### src/weather_sensor_frame_decoder_defines.svh
// Assertion macros for the weather sensor telegram decoder.
// Clocked on clk_i and disabled while rst_ni is low; no other dependencies.
`ifndef WEATHER_SENSOR_FRAME_DECODER_DEFINES_SVH
`define WEATHER_SENSOR_FRAME_DECODER_DEFINES_SVH

`ifndef NO_ASSERTIONS
// Same-cycle implication.
`define WSFD_ASSERT_NOW(label, ante, cons) \
  label: assert property (@(posedge clk_i) disable iff (!rst_ni) (ante) |-> (cons)) \
    else $error("assertion failed");
// Next-cycle implication.
`define WSFD_ASSERT_NEXT(label, ante, cons) \
  label: assert property (@(posedge clk_i) disable iff (!rst_ni) (ante) |=> (cons)) \
    else $error("assertion failed");
`else
`define WSFD_ASSERT_NOW(label, ante, cons)
`define WSFD_ASSERT_NEXT(label, ante, cons)
`endif

`endif

### src/wsfd_pkg.sv
// Shared types, constants and the CRC-8 byte update for the weather sensor
// telegram decoder. No dependencies.
package wsfd_pkg;

  // Telegram constants.
  localparam logic [3:0]  HeaderNibble = 4'hA;
  localparam logic [7:0]  CrcPoly      = 8'h31;
  localparam logic [11:0] TempOffset   = 12'd400;
  localparam logic [10:0] TempMaxBcd   = 11'd1000;
  localparam logic [10:0] HumMaxBcd    = 11'd100;
  localparam int unsigned ErrFlagBit   = 4;

  // Quartet type codes carried in the upper nibble of the first quartet byte.
  typedef enum logic [3:0] {
    KIND_TEMP = 4'd0,
    KIND_HUM  = 4'd1,
    KIND_RAIN = 4'd2,
    KIND_WIND = 4'd3,
    KIND_GUST = 4'd4
  } qkind_e;

  // MSB-first CRC-8 update of one byte.
  function automatic logic [7:0] crc8_update(input logic [7:0] crc, input logic [7:0] data);
    logic [7:0] c;
    logic       fb;
    c = crc;
    for (int i = 7; i >= 0; i--) begin
      fb = data[i] ^ c[7];
      c  = {c[6:0], 1'b0};
      if (fb) begin
        c = c ^ CrcPoly;
      end
    end
    return c;
  endfunction

endpackage

### src/weather_sensor_frame_decoder.sv
// Top level of the weather sensor telegram decoder: byte-wise decode and
// the result register. Depends on wsfd_pkg and the assertion macro header.
`include "weather_sensor_frame_decoder_defines.svh"

// Usage:
// The input channel (in_valid_i / in_stall_o) carries one telegram byte per
// item; frame_start_i marks byte 0 and restarts any telegram in progress.
// Bytes arriving with frame_start_i low outside a telegram are dropped.
// The output channel (out_valid_o / out_stall_i) carries one record per
// telegram, produced by the item that holds the CRC byte.
// Each byte is decoded in the cycle it is accepted: the CRC update, the
// quartet decode and the record assembly sit between the frame state and
// the result register, so one item is taken every cycle while in_stall_o
// is low; a record is shown in the cycle after its CRC byte is accepted.
// The result register lets a new item in while a record waits, as long as
// it is being taken in that cycle; while the receiver stalls a pending
// record, in_stall_o is high and the record holds.
// Reset clears the frame state and the result valid flag; the block is
// ready as soon as reset is released.
module weather_sensor_frame_decoder (
  input  logic               clk_i,
  input  logic               rst_ni,
  input  logic               in_valid_i,
  output logic               in_stall_o,
  input  logic [7:0]         data_byte_i,
  input  logic               frame_start_i,
  output logic               out_valid_o,
  input  logic               out_stall_i,
  output logic               valid_res_o,
  output logic [5:0]         sensor_id_o,
  output logic [2:0]         status_flags_o,
  output logic [4:0]         present_mask_o,
  output logic signed [11:0] temperature_tenths_o,
  output logic [10:0]        humidity_percent_o,
  output logic [11:0]        rain_count_o,
  output logic [3:0]         wind_direction_o,
  output logic [7:0]         wind_speed_tenths_o,
  output logic [7:0]         gust_tenths_o
);

  // Frame state.
  logic [4:0]  byte_pos_q, byte_pos_d;
  logic        frame_active_q, frame_active_d;
  logic [2:0]  quartet_cnt_q, quartet_cnt_d;
  logic [7:0]  crc_q, crc_d;
  logic [7:0]  header_q, header_d;
  logic [7:0]  flags_q, flags_d;
  logic [7:0]  pending_q, pending_d;
  logic        range_err_q, range_err_d;
  logic [4:0]  found_q, found_d;
  logic [10:0] temp_q, temp_d;
  logic [10:0] hum_q, hum_d;
  logic [11:0] rain_q, rain_d;
  logic [11:0] wind_q, wind_d;
  logic [7:0]  gust_q, gust_d;

  // Result register.
  logic        out_valid_q;
  logic        res_valid_q, res_valid_d;
  logic [5:0]  res_id_q, res_id_d;
  logic [2:0]  res_flags_q, res_flags_d;
  logic [4:0]  res_mask_q, res_mask_d;
  logic [11:0] res_temp_q, res_temp_d;
  logic [10:0] res_hum_q, res_hum_d;
  logic [11:0] res_rain_q, res_rain_d;
  logic [3:0]  res_dir_q, res_dir_d;
  logic [7:0]  res_speed_q, res_speed_d;
  logic [7:0]  res_gust_q, res_gust_d;

  logic        in_accept;
  logic        out_accept;
  logic        emit;
  logic        active;
  logic [4:0]  last_pos;
  logic [10:0] bcd;
  logic        err_flag;
  logic [7:0]  crc_cur;
  logic [3:0]  kind;

  // Handshake: take a byte unless a record is waiting and stalled.
  assign in_stall_o = out_valid_q && out_stall_i;
  assign in_accept  = in_valid_i && !in_stall_o;
  assign out_accept = out_valid_q && !out_stall_i;

  // Per-byte decode. A start byte begins from a cleared frame.
  always_comb begin
    byte_pos_d     = frame_start_i ? '0 : byte_pos_q;
    frame_active_d = frame_start_i | frame_active_q;
    quartet_cnt_d  = frame_start_i ? '0 : quartet_cnt_q;
    crc_d          = frame_start_i ? '0 : crc_q;
    header_d       = frame_start_i ? '0 : header_q;
    flags_d        = frame_start_i ? '0 : flags_q;
    pending_d      = frame_start_i ? '0 : pending_q;
    range_err_d    = frame_start_i ? 1'b0 : range_err_q;
    found_d        = frame_start_i ? '0 : found_q;
    temp_d         = frame_start_i ? '0 : temp_q;
    hum_d          = frame_start_i ? '0 : hum_q;
    rain_d         = frame_start_i ? '0 : rain_q;
    wind_d         = frame_start_i ? '0 : wind_q;
    gust_d         = frame_start_i ? '0 : gust_q;

    active   = frame_active_d;
    crc_cur  = crc_d;
    last_pos = {1'b0, quartet_cnt_d, 1'b0} + 5'd2;
    err_flag = flags_d[wsfd_pkg::ErrFlagBit];
    kind     = pending_d[7:4];
    bcd      = 11'(pending_d[3:0]) * 11'd100 + 11'(data_byte_i[7:4]) * 11'd10
             + 11'(data_byte_i[3:0]);
    emit     = 1'b0;

    if (active) begin
      if (byte_pos_d == 5'd0) begin
        header_d   = data_byte_i;
        crc_d      = wsfd_pkg::crc8_update(crc_cur, data_byte_i);
        byte_pos_d = 5'd1;
      end else if (byte_pos_d == 5'd1) begin
        flags_d       = data_byte_i;
        quartet_cnt_d = data_byte_i[2:0];
        crc_d         = wsfd_pkg::crc8_update(crc_cur, data_byte_i);
        byte_pos_d    = 5'd2;
      end else if (byte_pos_d < last_pos) begin
        crc_d = wsfd_pkg::crc8_update(crc_cur, data_byte_i);
        if (!byte_pos_d[0]) begin
          pending_d = data_byte_i;
        end else begin
          // Second quartet byte: decode by type.
          case (wsfd_pkg::qkind_e'(kind))
            wsfd_pkg::KIND_TEMP: begin
              found_d[0] = 1'b1;
              temp_d     = bcd;
              if (bcd > wsfd_pkg::TempMaxBcd) begin
                range_err_d = 1'b1;
              end
            end
            wsfd_pkg::KIND_HUM: begin
              found_d[1] = 1'b1;
              hum_d      = bcd;
              if (bcd > wsfd_pkg::HumMaxBcd) begin
                range_err_d = 1'b1;
              end
            end
            wsfd_pkg::KIND_RAIN: begin
              if (!err_flag) begin
                found_d[2] = 1'b1;
                rain_d     = {pending_d[3:0], data_byte_i};
              end
            end
            wsfd_pkg::KIND_WIND: begin
              if (!err_flag) begin
                found_d[3] = 1'b1;
                wind_d     = {pending_d[3:0], data_byte_i};
              end
            end
            wsfd_pkg::KIND_GUST: begin
              if (!err_flag) begin
                found_d[4] = 1'b1;
                gust_d     = data_byte_i;
              end
            end
            default: begin
            end
          endcase
        end
        byte_pos_d = byte_pos_d + 5'd1;
      end else begin
        // CRC byte: close the telegram.
        emit           = 1'b1;
        frame_active_d = 1'b0;
        byte_pos_d     = '0;
      end
    end
  end

  // Record assembly; a bad header or CRC gives an all-zero record.
  always_comb begin
    res_valid_d = 1'b0;
    res_id_d    = '0;
    res_flags_d = '0;
    res_mask_d  = '0;
    res_temp_d  = '0;
    res_hum_d   = '0;
    res_rain_d  = '0;
    res_dir_d   = '0;
    res_speed_d = '0;
    res_gust_d  = '0;
    if (header_d[7:4] == wsfd_pkg::HeaderNibble && crc_cur == data_byte_i) begin
      res_valid_d = !range_err_d;
      res_id_d    = {header_d[3:0], flags_d[7:6]};
      res_flags_d = flags_d[5:3];
      res_mask_d  = found_d;
      if (found_d[0]) begin
        res_temp_d = 12'(temp_d) - wsfd_pkg::TempOffset;
      end
      res_hum_d   = hum_d;
      res_rain_d  = rain_d;
      res_dir_d   = wind_d[11:8];
      res_speed_d = wind_d[7:0];
      res_gust_d  = gust_d;
    end
  end

  // Frame state registers.
  always_ff @(posedge clk_i or negedge rst_ni) begin
    if (!rst_ni) begin
      byte_pos_q     <= '0;
      frame_active_q <= 1'b0;
      quartet_cnt_q  <= '0;
      crc_q          <= '0;
      header_q       <= '0;
      flags_q        <= '0;
      pending_q      <= '0;
      range_err_q    <= 1'b0;
      found_q        <= '0;
      temp_q         <= '0;
      hum_q          <= '0;
      rain_q         <= '0;
      wind_q         <= '0;
      gust_q         <= '0;
    end else if (in_accept) begin
      byte_pos_q     <= byte_pos_d;
      frame_active_q <= frame_active_d;
      quartet_cnt_q  <= quartet_cnt_d;
      crc_q          <= crc_d;
      header_q       <= header_d;
      flags_q        <= flags_d;
      pending_q      <= pending_d;
      range_err_q    <= range_err_d;
      found_q        <= found_d;
      temp_q         <= temp_d;
      hum_q          <= hum_d;
      rain_q         <= rain_d;
      wind_q         <= wind_d;
      gust_q         <= gust_d;
    end
  end

  // Result valid flag.
  always_ff @(posedge clk_i or negedge rst_ni) begin
    if (!rst_ni) begin
      out_valid_q <= 1'b0;
    end else if (in_accept && emit) begin
      out_valid_q <= 1'b1;
    end else if (out_accept) begin
      out_valid_q <= 1'b0;
    end
  end

  // Result payload, loaded only when a record is produced.
  always_ff @(posedge clk_i) begin
    if (in_accept && emit) begin
      res_valid_q <= res_valid_d;
      res_id_q    <= res_id_d;
      res_flags_q <= res_flags_d;
      res_mask_q  <= res_mask_d;
      res_temp_q  <= res_temp_d;
      res_hum_q   <= res_hum_d;
      res_rain_q  <= res_rain_d;
      res_dir_q   <= res_dir_d;
      res_speed_q <= res_speed_d;
      res_gust_q  <= res_gust_d;
    end
  end

  assign out_valid_o          = out_valid_q;
  assign valid_res_o          = res_valid_q;
  assign sensor_id_o          = res_id_q;
  assign status_flags_o       = res_flags_q;
  assign present_mask_o       = res_mask_q;
  assign temperature_tenths_o = $signed(res_temp_q);
  assign humidity_percent_o   = res_hum_q;
  assign rain_count_o         = res_rain_q;
  assign wind_direction_o     = res_dir_q;
  assign wind_speed_tenths_o  = res_speed_q;
  assign gust_tenths_o        = res_gust_q;

  // Checks on the decoder's own control.
  `WSFD_ASSERT_NOW(a_stall_blocks_input, out_valid_q && out_stall_i, !in_accept)
  `WSFD_ASSERT_NOW(a_idle_pos_zero, !frame_active_q, byte_pos_q == 5'd0)
  `WSFD_ASSERT_NEXT(a_emit_sets_valid, in_accept && emit, out_valid_q && !frame_active_q)

endmodule
### config.mk
export PLATFORM = sky130hd
export DESIGN_NAME = weather_sensor_frame_decoder
export DESIGN_NICKNAME = d
export VERILOG_FILES = /design/src/wsfd_pkg.sv /design/src/weather_sensor_frame_decoder.sv
export VERILOG_INCLUDE_DIRS = /design/src /design/src/src
export SDC_FILE = /design/constraint.sdc
export NUM_CORES = 1
export LEC_CHECK = 0
export BUFFER_PORTS_ARGS = -buffer_cell sky130_fd_sc_hd__buf_2
export CORE_MARGIN = 1
export CORE_UTILIZATION = 60
export CTS_CLUSTER_DIAMETER = 50
export DETAILED_ROUTE_END_ITERATION = 16
export GPL_TIMING_DRIVEN = 1
export PLACE_DENSITY = 0.92
export SYNTH_ARGS = -nofsm -noshare
export SYNTH_HDL_FRONTEND = slang
export SYNTH_SLANG_ARGS = --single-unit
### constraint.sdc
create_clock -name clk_i -period 8.4 [get_ports clk_i]
set_input_delay 1.26 -clock clk_i [delete_from_list [all_inputs] [get_ports clk_i]]
set_output_delay 1.26 -clock clk_i [all_outputs]
set_load 0.02 [all_outputs]
==> flow_summary.json <==
{
  "grt_pass1_vias": 7292,
  "post-synth-top-count-cell": "nand2_1",
  "grt-busiest-layer": "met2",
  "startpoint_type": "input port",
  "powerDensity_nw_per_um2": 259,
  "timing.final.crit_share_pct": 65.4,
  "grt_pass1_wl_um": 37400,
  "cp-end-kind": "flip-flop",
  "h-tree-depth": 4,
  "area_delta_synth_final_pct": 11.5,
  "fp.dieArea_um2": 15500,
  "clk_latency_ns": 0.44,
  "grt_util_met3_pct": 6.70,
  "synthTopCellsByArea": "dfrtp_1 27%, edfxtp_1 23%, a22o_1 6.0%",
  "r2r-start": "pending_q[3]",
  "drtPass1Iterations": 8,
  "drcViolationCount": 0,
  "timing.final.crit_period_ns": 5.50,
  "via_per_inst": 6.68,
  "groute.usage.overall_pct": 30.3,
  "antenna_found_initial": 0,
  "vias": 7538,
  "routed_wl_um": 23000,
  "whs_ns": 0.482,
  "p_leak_nw": 4.29,
  "start_util_pct": 61.8,
  "io_pins": 85,
  "worst_pin_slew_ns": 1.29,
  "ys_seq_area_share_pct": 50.8,
  "synthCells": 878,
  "ctsResizeCount": 0,
  "outcome": "finished, final reports clean",
  "ys.flop_type": "dfrtp_1",
  "hold_viol": 0,
  "cts_buffers": 17,
  "die_w_um": 125,
  "gp_congestion": 0.907,
  "die_h_um": 125,
  "syn_area_per_cell_um2": 10.3,
  "grt_max_degree": 80,
  "async_flop_share_pct": 58.6,
  "max_freq_ghz": 0.182,
  "path_clk_slew_ns": 0.06,
  "critPathMaxFanout": 44,
  "clock-sinks": 169,
  "cts_tree": "yes",
  "post_cts_buffers": 0,
  "cp.arrival_ns": 5.82,
  "postSynthRegisterBits": 169,
  "grtUsageMet1_pct": 39.9,
  "synth_area_um2": 9020,
  "power.share.clock_pct": 30.1,
  "core_um2": 14600,
  "cts.path.max_buffers": 2,
  "synth_top_area_cell": "dfrtp_1",
  "rsz0062_at_grt": "false",
  "switching_share_pct": 34.5,
  "grt-ovfl-total": 0,
  "slowest_stage": "or4_1",
  "drtAntennaViolNets": 0,
  "gr-usage-met2_pct": 47.4,
  "p_int_mw": 1.71,
  "cts-root-buf": "clkbuf_16",
  "cap_violations": 0,
  "ir_worst_vdd_v": 0.000191,
  "switching_power_uw": 899,
  "hp-class": "reg -> reg",
  "required_ns": 8.72,
  "dr.first_iter.drc_count": 1021,
  "crit_start": "frame_start_i",
  "hpwl_um": 14600,
  "antenna_cells": 0,
  "fin_skew_ns": 0.00828,
  "fin_setup_tns_ns": 0,
  "yosys_warnings": 0,
  "postCtsHoldBufs": 0,
  "finalSetupViolations": 0,
  "port_buffers": 84,
  "fin_nets": 979,
  "synth_top_area_share_pct": 27.5,
  "p_comb_share_pct": 29.7,
  "synth_edf_count": 70,
  "wl_per_cell_um": 20.3,
  "path_class": "in -> reg",
  "slowest_delay_ns": 0.65,
  "syn-num-nets": 925,
  "seqPwrFrac_pct": 40.2,
  "yosys.cell_types.count": 73,
  "final_layout_size_suffix_gt1_share_pct": 15.3,
  "min_from": "temp_q[7]",
  "worstPathCellList": "buf_2 > inv_2 > buf_4 > nand2_1 > inv_1 > and2_1 > ha_1 > inv_1 > fa_1 > inv_1 > ha_1 > ha_1 > nor2b_1 > a221oi_1 > o311ai_0 > or4_1 > a211o_1 > o221a_1",
  "slew_headroom_pct": 12.6,
  "synth_common_cells": "102 x nand2_1, 99 x dfrtp_1, 71 x nor2_1",
  "fp-row-count": 44,
  "maxSlewViolCount": 0
}
stage by stage:
| stage | power [mW] | instance area (µm²) | instances | setup slack, ns | utilization, % |
|---|---|---|---|---|---|
| after floorplan | 1.61 | 9020 | 878 | 1.16 | - |
| after CTS | 2.58 | 10100 | 1129 | 2.98 | 68.9 |
| final | 2.61 | 10100 | 1129 | 2.90 | 68.9 |
| after detailed placement | 1.80 | 9470 | 1097 | 2.61 | 64.9 |
| after global routing | 2.72 | 10100 | 1129 | 2.65 | 68.9 |
| after global placement | 1.76 | 9470 | 1097 | 2.78 | 64.9 |
registers in the layout, indices dropped and copies added, names as in the netlist, 8 cells and up:
register,flops
wind_speed_tenths_o,8
header_q,8
rain_count_o,12
temp_q,11
gust_tenths_o,8
gust_q,8
temperature_tenths_o,12
rain_q,12
humidity_percent_o,11
crc_q,8
wind_q,12
pending_q,8
hum_q,11
placed cells by master, fill, tap and decap left out, types with 11 or more instances in the layout:
master,instances
nor3b_1,16
o21ai_0,33
nor3_1,11
and3_1,12
nor2_1,70
buf_2,83
a22o_1,62
nor2b_1,22
edfxtp_1,70
inv_1,23
and2_1,12
xnor2_1,29
nand2_1,102
nand3_1,20
ha_1,31
dfrtp_1,99
a21oi_1,65
xor2_1,14
clkbuf_16,17
layer usage:
layer  up-vias  share of wire [%]
met1      3614                 38
met4         0                4.1
met2       510                 48
met5         -                  0
li1       3300                  -
met3       114                9.9
power by group through the flow:
stage	Clock, mW	Combinational, mW	Sequential, mW
2_1_floorplan	0	0.581	1.03
3_3_place_gp	0	0.711	1.05
3_5_place_dp	0	0.741	1.06
4_1_cts	0.782	0.754	1.04
5_1_grt	0.821	0.837	1.06
6_report	0.784	0.774	1.05
path summary, 6_finish.rpt:
check | depth (start not counted) | slack, ns | to
min reg2reg | 2 | 0.48 | temp_q[7]
min in group asynchronous | 1 | 0.77 | wind_q[1]
max in group asynchronous | 2 | 6.45 | temp_q[7]
max | 18 | 2.90 | range_err_q
min | 2 | 0.48 | temp_q[7]
max reg2reg | 15 | 3.90 | range_err_q
final cells by class:
cell class              instances  area [µm²]
flip-flops and latches        169        4580
multi-input cells             628        4090
repair buffers                 92         483
fillers                       948        4530
inverters                      24        90.1
well taps                     184         230
clock inverters                14         156
clock buffers                  18         429
cell families after synthesis:
group | after synthesis | synth area share, %
adders and majority gates | 34 | 4.96
muxes | 4 | 0.458
AOI/OAI and AO/OA | 234 | 17.8
and+or+nand+nor | 313 | 17.8
xor gates and xnor gates | 43 | 4.17
buffers and inverters | 81 | 4.01
DFF | 169 | 50.8
worst max-delay path, delay by kind of cell:
kind,cells,cell delay (ns)
buffers and inverters,6,0.79
adder cells (fa/ha/maj),4,1.31
AO/OA/AOI/OAI,4,1.29
AND/OR/NAND/NOR,4,1.11
No activity file was read; power rests on OpenSTA's default activity.
